File: config.mk
export PLATFORM = sky130hd
export DESIGN_NAME = range_filter_selection_mask_core_flat
export DESIGN_NICKNAME = d
export VERILOG_FILES = /design/src/hw/rtl/rfsm_pkg.sv /design/src/hw/rtl/rfsm_channels.sv /design/src/hw/rtl/range_filter_selection_mask_core.sv /design/src/hw/rtl/rfsm_front.sv /design/src/hw/rtl/rfsm_queue.sv /design/src/hw/rtl/rfsm_back.sv /design/src/flat_wrapper.sv
export SDC_FILE = /design/constraint.sdc
export NUM_CORES = 2
export LEC_CHECK = 0
export ABC_CLOCK_PERIOD_IN_PS = 4750
export BUFFER_PORTS_ARGS = -buffer_cell sky130_fd_sc_hd__buf_2
export CORE_ASPECT_RATIO = 1.2
export CORE_UTILIZATION = 54
export CTS_CLUSTER_SIZE = 10
export DETAILED_ROUTE_END_ITERATION = 16
export GPL_TIMING_DRIVEN = 0
export PLACE_DENSITY = 0.91
export SYNTH_ARGS = -nofsm -noshare
export SYNTH_HDL_FRONTEND = slang
export SYNTH_SLANG_ARGS = --single-unit
export TNS_END_PERCENT = 100
File: constraint.sdc
create_clock -name clock -period 4.75 [get_ports clock]
set_input_delay 0.7125 -clock clock [delete_from_list [all_inputs] [get_ports clock]]
set_output_delay 0.7125 -clock clock [all_outputs]
set_load 0.02 [all_outputs]
File: src/hw/rtl/rfsm_pkg.sv
package rfsm_pkg;

   localparam int LANES          = 8;
   localparam int WORD_BITS      = 64;
   localparam int VALUE_W        = 64;
   localparam int ROW_W          = 32;
   localparam int TOTAL_W        = 33;
   localparam int ITEMS_PER_WORD = ((WORD_BITS / LANES) > 0) ? (WORD_BITS / LANES) : 1;
   localparam int GROUP_W        = (ITEMS_PER_WORD > 1) ? $clog2(ITEMS_PER_WORD) : 1;
   localparam int SHIFT_W        = $clog2(WORD_BITS);
   localparam int COUNT_W        = $clog2(LANES + 1);
   localparam int QUEUE_DEPTH    = 4;

   localparam int CSR_INDEX_W    = 2;
   localparam int CSR_DATA_W     = 64;

   localparam logic [CSR_INDEX_W-1:0] REG_LOW_LIMIT  = 2'd0;
   localparam logic [CSR_INDEX_W-1:0] REG_HIGH_LIMIT = 2'd1;
   localparam logic [CSR_INDEX_W-1:0] REG_ROW_COUNT  = 2'd2;

   localparam logic [VALUE_W-1:0] LOW_LIMIT_RESET  = {1'b1, {(VALUE_W-1){1'b0}}};
   localparam logic [VALUE_W-1:0] HIGH_LIMIT_RESET = {1'b0, {(VALUE_W-1){1'b1}}};

   typedef struct packed {
      logic signed [VALUE_W-1:0] low_limit;
      logic signed [VALUE_W-1:0] high_limit;
      logic [ROW_W-1:0]          row_count;
   } cfg_type;

   typedef struct packed {
      logic [LANES-1:0] kept;
      logic             end_mark;
   } entry_type;

   typedef struct packed {
      logic      valid;
      entry_type entry;
   } push_type;

   typedef struct packed {
      logic full;
      logic empty;
   } q_status_type;

endpackage

File: src/hw/rtl/rfsm_channels.sv
interface rfsm_req_if;
   import rfsm_pkg::*;

   logic                      valid;
   logic                      ready;
   logic signed [VALUE_W-1:0] value_0;
   logic signed [VALUE_W-1:0] value_1;
   logic signed [VALUE_W-1:0] value_2;
   logic signed [VALUE_W-1:0] value_3;
   logic signed [VALUE_W-1:0] value_4;
   logic signed [VALUE_W-1:0] value_5;
   logic signed [VALUE_W-1:0] value_6;
   logic signed [VALUE_W-1:0] value_7;
   logic [LANES-1:0]          select_bits;
   logic [LANES-1:0]          valid_bits;
   logic [ROW_W-1:0]          base_row;
   logic                      end_mark;

   modport source (
      output valid, value_0, value_1, value_2, value_3, value_4, value_5, value_6, value_7,
      output select_bits, valid_bits, base_row, end_mark,
      input  ready
   );
   modport sink (
      input  valid, value_0, value_1, value_2, value_3, value_4, value_5, value_6, value_7,
      input  select_bits, valid_bits, base_row, end_mark,
      output ready
   );
endinterface

interface rfsm_rsp_if;
   import rfsm_pkg::*;

   logic                 valid;
   logic                 ready;
   logic [WORD_BITS-1:0] kept_word;
   logic [TOTAL_W-1:0]   kept_total;
   logic                 call_done;

   modport source (output valid, kept_word, kept_total, call_done, input ready);
   modport sink   (input valid, kept_word, kept_total, call_done, output ready);
endinterface

File: src/hw/rtl/range_filter_selection_mask_core.sv
// A word leaves on rsp once the item that closes it has passed the lane compare into the queue
//   and has then been accumulated into the output register.
// Throughput: one item per cycle while rsp is not stalled; the back-end accumulate step sets it.
// Items that do not close a word produce no transfer on rsp.
// Reset (synchronous, active high) empties the queue, clears the partial word, group index
//   and running count, and restores the bounds and row count to their reset values.
module range_filter_selection_mask_core #(
   parameter int QUEUE_DEPTH = rfsm_pkg::QUEUE_DEPTH
) (
   input  logic                                 clock,
   input  logic                                 reset,
   rfsm_req_if.sink                             req,
   rfsm_rsp_if.source                           rsp,
   input  logic                                 csr_we,
   input  logic [rfsm_pkg::CSR_INDEX_W-1:0]     csr_index,
   input  logic [rfsm_pkg::CSR_DATA_W-1:0]      csr_wdata
);
   import rfsm_pkg::*;

   // configuration registers; the user writes them only while idle, the block does not enforce it
   logic [VALUE_W-1:0] lower_ff, lower_in;
   logic [VALUE_W-1:0] upper_ff, upper_in;
   logic [ROW_W-1:0]   rows_ff, rows_in;

   cfg_type      cfg;
   push_type     push;
   entry_type    head;
   q_status_type q_status;
   logic         pop;

   always_comb begin
      lower_in = lower_ff;
      upper_in = upper_ff;
      rows_in  = rows_ff;
      if (csr_we) begin
         case (csr_index)
            REG_LOW_LIMIT:  lower_in = csr_wdata[VALUE_W-1:0];
            REG_HIGH_LIMIT: upper_in = csr_wdata[VALUE_W-1:0];
            REG_ROW_COUNT:  rows_in  = csr_wdata[ROW_W-1:0];
            default: begin
               // drop writes to unmapped indexes
            end
         endcase
      end
   end

   always_ff @(posedge clock) begin
      if (reset) begin
         lower_ff <= LOW_LIMIT_RESET;
         upper_ff <= HIGH_LIMIT_RESET;
         rows_ff  <= '0;
      end else begin
         lower_ff <= lower_in;
         upper_ff <= upper_in;
         rows_ff  <= rows_in;
      end
   end

   assign cfg.low_limit  = lower_ff;
   assign cfg.high_limit = upper_ff;
   assign cfg.row_count  = rows_ff;

   // front: classify every lane of the incoming item and push the kept bits
   rfsm_front u_front (
      .cfg      (cfg),
      .req      (req),
      .q_status (q_status),
      .push     (push)
   );

   // short queue decouples front stalls from the output side
   rfsm_queue #(
      .DEPTH (QUEUE_DEPTH)
   ) u_queue (
      .clock  (clock),
      .reset  (reset),
      .push   (push),
      .pop    (pop),
      .head   (head),
      .status (q_status)
   );

   // back: pack kept bits into the word, count, and hold the result for transfer
   rfsm_back u_back (
      .clock    (clock),
      .reset    (reset),
      .head     (head),
      .q_status (q_status),
      .pop      (pop),
      .rsp      (rsp)
   );

endmodule

File: src/hw/rtl/rfsm_front.sv
module rfsm_front (
   input  rfsm_pkg::cfg_type      cfg,
   rfsm_req_if.sink               req,
   input  rfsm_pkg::q_status_type q_status,
   output rfsm_pkg::push_type     push
);
   import rfsm_pkg::*;

   logic signed [VALUE_W-1:0] lane_value [LANES];
   logic [LANES-1:0]          keep;

   assign lane_value[0] = req.value_0;
   assign lane_value[1] = req.value_1;
   assign lane_value[2] = req.value_2;
   assign lane_value[3] = req.value_3;
   assign lane_value[4] = req.value_4;
   assign lane_value[5] = req.value_5;
   assign lane_value[6] = req.value_6;
   assign lane_value[7] = req.value_7;

   // row number is formed one bit wider so it never wraps
   for (genvar g = 0; g < LANES; g++) begin : g_lane
      logic [ROW_W:0] row_num;
      assign row_num = {1'b0, req.base_row} + (ROW_W+1)'(g);
      assign keep[g] = req.select_bits[g] & req.valid_bits[g]
                     & (row_num < {1'b0, cfg.row_count})
                     & ($signed(lane_value[g]) >= $signed(cfg.low_limit))
                     & ($signed(lane_value[g]) <= $signed(cfg.high_limit));
   end

   assign req.ready          = !q_status.full;
   assign push.valid         = req.valid & !q_status.full;
   assign push.entry.kept    = keep;
   assign push.entry.end_mark = req.end_mark;

endmodule

File: src/hw/rtl/rfsm_queue.sv
module rfsm_queue #(
   parameter int DEPTH = rfsm_pkg::QUEUE_DEPTH
) (
   input  logic                   clock,
   input  logic                   reset,
   input  rfsm_pkg::push_type     push,
   input  logic                   pop,
   output rfsm_pkg::entry_type    head,
   output rfsm_pkg::q_status_type status
);
   import rfsm_pkg::*;

   localparam int PTR_W = (DEPTH > 1) ? $clog2(DEPTH) : 1;
   localparam int CNT_W = $clog2(DEPTH + 1);

   entry_type        mem_ff [DEPTH];
   logic [PTR_W-1:0] wr_ptr_ff, wr_ptr_in;
   logic [PTR_W-1:0] rd_ptr_ff, rd_ptr_in;
   logic [CNT_W-1:0] count_ff, count_in;

   always_comb begin
      wr_ptr_in = wr_ptr_ff;
      rd_ptr_in = rd_ptr_ff;
      count_in  = count_ff;
      if (push.valid) begin
         wr_ptr_in = (wr_ptr_ff == PTR_W'(DEPTH - 1)) ? '0 : wr_ptr_ff + 1'b1;
      end
      if (pop) begin
         rd_ptr_in = (rd_ptr_ff == PTR_W'(DEPTH - 1)) ? '0 : rd_ptr_ff + 1'b1;
      end
      if (push.valid && !pop) begin
         count_in = count_ff + 1'b1;
      end else if (pop && !push.valid) begin
         count_in = count_ff - 1'b1;
      end
   end

   always_ff @(posedge clock) begin
      if (reset) begin
         wr_ptr_ff <= '0;
         rd_ptr_ff <= '0;
         count_ff  <= '0;
      end else begin
         wr_ptr_ff <= wr_ptr_in;
         rd_ptr_ff <= rd_ptr_in;
         count_ff  <= count_in;
      end
   end

   always_ff @(posedge clock) begin
      if (push.valid) begin
         mem_ff[wr_ptr_ff] <= push.entry;
      end
   end

   assign head         = mem_ff[rd_ptr_ff];
   assign status.full  = (count_ff == CNT_W'(DEPTH));
   assign status.empty = (count_ff == '0);

endmodule

File: src/hw/rtl/rfsm_back.sv
module rfsm_back (
   input  logic                   clock,
   input  logic                   reset,
   input  rfsm_pkg::entry_type    head,
   input  rfsm_pkg::q_status_type q_status,
   output logic                   pop,
   rfsm_rsp_if.source             rsp
);
   import rfsm_pkg::*;

   logic [WORD_BITS-1:0] partial_ff, partial_in;
   logic [GROUP_W-1:0]   group_ff, group_in;
   logic [TOTAL_W-1:0]   total_ff, total_in;
   logic                 rsp_valid_ff, rsp_valid_in;
   logic [WORD_BITS-1:0] kept_word_ff, kept_word_in;
   logic [TOTAL_W-1:0]   kept_total_ff, kept_total_in;
   logic                 call_done_ff, call_done_in;

   logic [SHIFT_W-1:0]   shift_amt;
   logic [WORD_BITS-1:0] word_new;
   logic [COUNT_W-1:0]   kept_cnt;
   logic [TOTAL_W:0]     total_sum;
   logic [TOTAL_W-1:0]   total_new;
   logic                 last;

   assign pop = !q_status.empty && (!rsp_valid_ff || rsp.ready);

   always_comb begin
      kept_cnt = '0;
      for (int i = 0; i < LANES; i++) begin
         kept_cnt = kept_cnt + COUNT_W'(head.kept[i]);
      end
   end

   assign shift_amt = SHIFT_W'(group_ff) * SHIFT_W'(LANES);
   assign word_new  = partial_ff | (WORD_BITS'(head.kept) << shift_amt);
   assign total_sum = {1'b0, total_ff} + (TOTAL_W+1)'(kept_cnt);
   // saturate the count at all ones
   assign total_new = total_sum[TOTAL_W] ? '1 : total_sum[TOTAL_W-1:0];
   assign last      = (group_ff == GROUP_W'(ITEMS_PER_WORD - 1)) || head.end_mark;

   always_comb begin
      partial_in    = partial_ff;
      group_in      = group_ff;
      total_in      = total_ff;
      rsp_valid_in  = rsp_valid_ff & !rsp.ready;
      kept_word_in  = kept_word_ff;
      kept_total_in = kept_total_ff;
      call_done_in  = call_done_ff;
      if (pop) begin
         if (last) begin
            partial_in    = '0;
            group_in      = '0;
            total_in      = head.end_mark ? '0 : total_new;
            rsp_valid_in  = 1'b1;
            kept_word_in  = word_new;
            kept_total_in = total_new;
            call_done_in  = head.end_mark;
         end else begin
            partial_in = word_new;
            group_in   = group_ff + 1'b1;
            total_in   = total_new;
         end
      end
   end

   always_ff @(posedge clock) begin
      if (reset) begin
         partial_ff   <= '0;
         group_ff     <= '0;
         total_ff     <= '0;
         rsp_valid_ff <= 1'b0;
      end else begin
         partial_ff   <= partial_in;
         group_ff     <= group_in;
         total_ff     <= total_in;
         rsp_valid_ff <= rsp_valid_in;
      end
   end

   always_ff @(posedge clock) begin
      kept_word_ff  <= kept_word_in;
      kept_total_ff <= kept_total_in;
      call_done_ff  <= call_done_in;
   end

   assign rsp.valid      = rsp_valid_ff;
   assign rsp.kept_word  = kept_word_ff;
   assign rsp.kept_total = kept_total_ff;
   assign rsp.call_done  = call_done_ff;

endmodule

File: src/flat_wrapper.sv
// flat-port wrapper written by rule: the top's interface ports become plain ports
module range_filter_selection_mask_core_flat import rfsm_pkg::*;
#(
   parameter int QUEUE_DEPTH = rfsm_pkg::QUEUE_DEPTH
)
  (clock, reset, csr_we, csr_index, csr_wdata, req_valid, req_value_0, req_value_1, req_value_2, req_value_3, req_value_4, req_value_5, req_value_6, req_value_7, req_select_bits, req_valid_bits, req_base_row, req_end_mark, req_ready, rsp_valid, rsp_kept_word, rsp_kept_total, rsp_call_done, rsp_ready);
  rfsm_req_if req_i ();
  rfsm_rsp_if rsp_i ();
  input  logic clock;
  input  logic reset;
  input  logic csr_we;
  input  logic [rfsm_pkg::CSR_INDEX_W-1:0] csr_index;
  input  logic [rfsm_pkg::CSR_DATA_W-1:0] csr_wdata;
  input wire logic [$bits(req_i.valid)-1:0] req_valid;
  input wire logic [$bits(req_i.value_0)-1:0] req_value_0;
  input wire logic [$bits(req_i.value_1)-1:0] req_value_1;
  input wire logic [$bits(req_i.value_2)-1:0] req_value_2;
  input wire logic [$bits(req_i.value_3)-1:0] req_value_3;
  input wire logic [$bits(req_i.value_4)-1:0] req_value_4;
  input wire logic [$bits(req_i.value_5)-1:0] req_value_5;
  input wire logic [$bits(req_i.value_6)-1:0] req_value_6;
  input wire logic [$bits(req_i.value_7)-1:0] req_value_7;
  input wire logic [$bits(req_i.select_bits)-1:0] req_select_bits;
  input wire logic [$bits(req_i.valid_bits)-1:0] req_valid_bits;
  input wire logic [$bits(req_i.base_row)-1:0] req_base_row;
  input wire logic [$bits(req_i.end_mark)-1:0] req_end_mark;
  output wire logic [$bits(req_i.ready)-1:0] req_ready;
  output wire logic [$bits(rsp_i.valid)-1:0] rsp_valid;
  output wire logic [$bits(rsp_i.kept_word)-1:0] rsp_kept_word;
  output wire logic [$bits(rsp_i.kept_total)-1:0] rsp_kept_total;
  output wire logic [$bits(rsp_i.call_done)-1:0] rsp_call_done;
  input wire logic [$bits(rsp_i.ready)-1:0] rsp_ready;
  assign req_i.valid = req_valid;
  assign req_i.value_0 = req_value_0;
  assign req_i.value_1 = req_value_1;
  assign req_i.value_2 = req_value_2;
  assign req_i.value_3 = req_value_3;
  assign req_i.value_4 = req_value_4;
  assign req_i.value_5 = req_value_5;
  assign req_i.value_6 = req_value_6;
  assign req_i.value_7 = req_value_7;
  assign req_i.select_bits = req_select_bits;
  assign req_i.valid_bits = req_valid_bits;
  assign req_i.base_row = req_base_row;
  assign req_i.end_mark = req_end_mark;
  assign req_ready = req_i.ready;
  assign rsp_valid = rsp_i.valid;
  assign rsp_kept_word = rsp_i.kept_word;
  assign rsp_kept_total = rsp_i.kept_total;
  assign rsp_call_done = rsp_i.call_done;
  assign rsp_i.ready = rsp_ready;
  range_filter_selection_mask_core #(.QUEUE_DEPTH(QUEUE_DEPTH)) u_core (.clock(clock), .reset(reset), .req(req_i), .rsp(rsp_i), .csr_we(csr_we), .csr_index(csr_index), .csr_wdata(csr_wdata));
endmodule
Word level (Yosys, flattened, before mapping)
Memory sizes are Yosys's and may differ from the RTL's. A register that Yosys moved wholly into a read port is not among the register bits.
Index checks and enable logic that the tools add are counted.

word-level totals
  register bits after elaboration = 366
  RAM bits = 36
  bits of input ports = 632
  output and inout port bits = 100
  logic and storage cells = 133
  memories kept = 1

cells by class
  add/subtract/negate cells = 20
  order comparisons = 24
  eq/ne operators = 6
  shift-type cells = 1
  mux-type cells = 15
  bitwise gates (word level) = 35
  reduce and logical (&&, ||, !) cells = 18

memory list
  name                   words  bits a word  read ports  clocked after memory_dff  write ports  line              RTL
  u_core.u_queue.mem_ff  4      9            1           1                         1            rfsm_queue.sv:16  entry_type mem_ff [DEPTH];

operators with widths
  kind                                            number
  >= comparator 64 bit                            8
  <= comparator 64 bit                            8
  less-than comparator 33 x 32 -> 1 bit           7
  adder 32 x 3 -> 33 bit (second input constant)  4
  two-way mux 33 bit                              3
  adder 32 x 2 -> 33 bit (second input constant)  2
  two-way mux 64 bit                              1
  bitwise OR 64 bit                               1
  left shift 8 x 6 -> 64 bit                      1
  adder 33 x 4 -> 34 bit                          1
  AND 1 bit                                       34
  adder 32 x 1 -> 33 bit (second input constant)  1
  less-than comparator 32 bit                     1
  adder 4 x 1 -> 4 bit                            4
  two-way mux 3 bit                               3
  two-way mux 2 bit                               4
  AND reduction 2 bit                             4
  adder 3 x 1 -> 3 bit (second input constant)    2
  == test 2 bit (second input constant)           3
  == test 3 bit (second input constant)           2
  logical NOT 1 bit                               6
  adder 2 x 1 -> 2 bit (second input constant)    2
  adder 3 x 1 -> 4 bit                            1
  two-way mux 1 bit                               4
  9 further kinds                                 12

Depth between registers and ports, before layout
  depth in word-level cells = 11
  mapped depth = 19
  depth with buffers taken out = 17

By module
A second synthesis with hierarchy kept.

unflattened totals
  cells, all modules = 5375
  area total of the unflattened synthesis = 48083.6 µm²

modules (own cells, without submodules)
  module                            times used  cells an instance  area each (µm²)  sequential area each (µm²)
  rfsm_front                        1           3931               31162.4          0.0
  rfsm_back                         1           692                8431.8           4964.8
  range_filter_selection_mask_core  1           661                6749.0           3203.1
  rfsm_queue                        1           91                 1740.4           1261.2

Least setup slack after synthesis
No wires, ideal clock.

  path type = register -> register
  from = register (tool-made name)
  to = register u_core.u_back.kept_total_ff[30], in the netlist u_core.u_back.rsp.kept_total[30], data pin
  data arrival time = 4716 ps
  data required time = 4486 ps
  setup slack = -230 ps
  cell stages (with the launch flop) = 17
  path through = dfxtp_1 -> buf_2 -> mux4_2 -> clkbuf_1 -> fa_1 -> inv_1 -> fa_1 -> fa_1 -> fa_1 -> fa_1 -> nor2b_1 -> o21a_1 -> o211ai_1 -> nor4_1 -> and3_1 -> xnor2_1 -> nand2_1

RTL lines
  what                    line             RTL
  end signal: assignment  rfsm_back.sv:83  kept_total_ff <= kept_total_in;
  end: declaration        rfsm_back.sv:16  logic [TOTAL_W-1:0] kept_total_ff, kept_total_in;

==> metrics.txt <==
status=complete, but fails checks; violations in the final reports=capacitance limit, slew limit, setup timing; CP top delay family=adder cells; Post-Syn Nets=7,244; Leak=26.5 nW; H-tree depth=2; HPWL after DPL=168,000 um; clock-pin slew on the worst setup and hold paths=0.07 ns; top cell type's share of synthesized area=34.9%; Setup-failing EPs final=58; io pins=732; area delta synth->final=16.9%; async set-or-reset flop fraction in the synthesized netlist=0%; CP endpoint kind=flip-flop; final non-filler cell total=7,405; Detailed Route WL=212,000 um; pin count of the biggest net entering global routing=54; Overall Power=14.1 mW; DRC violations left=0; Final #Nets=8,062; maximum VDD drop=0.495 mV; DR WL/cell=28.6 um; layout cells sized above 1=16.0%; Final Cycle Share=111%; most frequent cell after synthesis=ha_1; DR vias/cell=6.71; Gate Count Post-Synth=5,315; Tmin final=5.28 ns; Die Span Y=323 um; ys flop type=dfxtp_1; Area contributors post-synth=ha_1 35%, dfxtp_1 12%, edfxtp_1 8.7%; max-slew violations=8; Worst Path Max Fanout=4; crit-path cells=buf_6 -> mux4_2 -> fa_1 -> inv_1 -> fa_1 -> fa_1 -> fa_2 -> fa_2 -> nor2b_4 -> o21a_1 -> o211ai_1 -> buf_4 -> nor3_4 -> nand4_1 -> xor2_1 -> nand2_1 -> a22o_1; syn_area_per_cell=8.72 sq um; CP Buf/Inv Count=3; Row Count=117; class of the worst hold path=input pin to flip-flop; post-synth cell types=80; DIE AREA=87,000 sq um; Arr. time, crit path=5.80 ns; Ys Warns=0; final hold vios=0; Worst Tran Pin Value=1.59 ns; kind of critical path=flip-flop to flip-flop; RSZ-0062 raised after global routing=true; Die X=269 um; final setup margin=-0.533 ns; Final Wtd Congestion=1.07; clk sinks=404; Port Buffers=730; Synth Register Bits=404; Crit path largest cell delay=0.60 ns; Routed Antenna Nets=0; hold slack=0.298 ns; clock root buffer=clkbuf_16; Synth area leader=ha_1; first-pass GRT wire length=296,000 um; Commonest cells post-synth=1,291 x ha_1, 516 x a21oi_1, 488 x nand2_1; core box area=84,900 sq um; initial antenna violation count=129; Clock Skew=0.0419 ns; grt ovf=0; cts bufs inserted=48; CP required=5.26 ns; vias in the first global route=47,192; Post-synth EDFFs=134; sequential fraction of the synthesis area=20.3%; routed vias=49,697; PwrDens=261 nW/um^2; hold_buf cts=0; Rel. slew slack=-7.10%; most frequent cell on the critical path=fa_1; worst-path cell with the longest stage delay=mux4_2; Worst Setup Start Kind=flip-flop; CTS tree=built; Initial Utilization=54.6%; MaxCap Viol Count=3; Clk Latency, worst-skew pair=0.64 ns; setup TNS=-6.84 ns; number of buffers on the longest clock path=3; Peak Freq=189 MHz; initial DRC count=6,188; Post-Syn Area=46,300 sq um; placed cells=7,179; Filler Cell Count=6,947; Initial DRT Pass Iterations=12; overall routing resource usage=45.8%
## power by group
group / internal (mW) / switching, mW
Clock: 1.91 / 1.58
Combinational: 2.15 / 4.06
Sequential: 4.21 / 0.216
## metal layers
metal | global-route usage [%] | wire length, um | up-vias
met3 | 13.5 | 25000 | 1256
met1 | 49.1 | 70300 | 23034
met5 | 0 | 331 | -
li1 | - | - | 21860
met2 | 72.7 | 91000 | 3497
met4 | 42.9 | 25400 | 50
## layout by cell type, fill, tap and decap left out, types with 13 or more instances in the layout
master | Yosys | layout
a211oi_1 | 27 | 25
or2_2 | 13 | 13
nand2_1 | 488 | 480
and3_1 | 26 | 23
diode_2 | 0 | 112
clkbuf_16 | 0 | 48
a21oi_1 | 516 | 508
nand3_1 | 84 | 80
ha_1 | 1291 | 1289
xor2_1 | 121 | 118
buf_4 | 2 | 38
buf_2 | 14 | 742
nor4_1 | 40 | 33
or3_1 | 19 | 18
o21a_1 | 37 | 35
nor2_1 | 345 | 334
nor2b_1 | 37 | 35
o211ai_1 | 29 | 29
edfxtp_1 | 134 | 134
dfxtp_1 | 270 | 268
clkbuf_1 | 97 | 108
o2111ai_1 | 14 | 13
and4_1 | 34 | 34
a22o_1 | 19 | 19
o31ai_1 | 17 | 16
nand2b_1 | 24 | 24
inv_1 | 227 | 226
o21ai_0 | 224 | 217
nand4_1 | 268 | 268
a221oi_1 | 25 | 23
a211o_1 | 69 | 69
nor3_1 | 64 | 60
buf_1 | 26 | 22
a21o_1 | 423 | 423
xnor2_1 | 106 | 102
a31oi_1 | 16 | 13
## path summary, 6_finish.rpt
path | endpoint | depth (start not counted) | start | slack, ns
worst max-delay path | u_core.u_back.total_ff[26] | 17 | flip-flop | -0.53
worst min-delay path | u_core.upper_ff[48] | 2 | csr_wdata[48] | 0.30
worst max register to register | u_core.u_back.total_ff[26] | 17 | flip-flop | -0.53
worst min register to register | u_core.lower_ff[2] | 2 | u_core.lower_ff[2] | 0.45
## layout make-up
type,count,area [sq um],area share [%]
multi-input cells,4545,36100,66.7
flip-flops and latches,404,9430,17.4
repair buffers,775,4050,7.47
well taps,1130,1410,2.61
clock buffers,74,1310,2.42
inverters,227,855,1.58
plain buffers,132,578,1.07
diodes,112,280,0.518
clock inverters,6,115,0.213
## state kept, by name, summed over array words and instances (netlist names), named ones only
register and flops:
u_core.upper_ff 64, u_core.u_back.total_ff 33, u_core.u_back.group_ff 3, u_core.u_queue.rd_ptr_ff 2
u_core.rows_ff 32, u_core.u_back.rsp.kept_total 33, u_core.u_back.rsp.kept_word 64, u_core.u_queue.count_ff 3
u_core.u_back.partial_ff 64, u_core.lower_ff 64, u_core.u_queue.wr_ptr_ff 2, u_core.u_back.rsp.valid 1
u_core.u_back.rsp.call_done 1, u_core.u_queue.mem_ff 36
## timing repair
item | in CTS | in global routing
pin swaps | 22 | 43
cloned | 1 | 0
gates resized for setup | 90 | 66
endpoints found under the setup margin | 94 | 79
buffers inserted | 20 | 20
endpoints found under the hold margin | 0 | 0
## cells by family after synthesis
kind of cell | synth area share (%)
flip-flops | 20.3
AND/OR/NAND/NOR | 15.6
XOR/XNOR | 4.29
adder cells (fa/ha/maj) | 35.1
multiplexers | 0.618
buffers and inverters | 3.04
AO/OA/AOI/OAI | 20.9
## through the flow
step / setup slack (ns) / utilization [%] / cell area, sq um
floorplan: -0.0107 / - / 46400
global placement: -2.89 / 60.6 / 51400
detailed placement: -2.51 / 60.6 / 51500
CTS: -0.293 / 62.9 / 53400
global route: -0.741 / 63.6 / 54000
finish: -0.533 / 63.8 / 54200
## worst reg2reg max path, stage by stage (launching register included)
cell	delay (ns)
dfxtp_2	0.32
buf_6	0.12
mux4_2	0.60
fa_1	0.55
inv_1	0.06
fa_1	0.50
fa_1	0.45
fa_2	0.39
fa_2	0.38
nor2b_4	0.14
o21a_1	0.17
o211ai_1	0.16
buf_4	0.23
nor3_4	0.19
nand4_1	0.20
xor2_1	0.34
nand2_1	0.16
a22o_1	0.24
No activity file was read; power rests on OpenSTA's default activity.
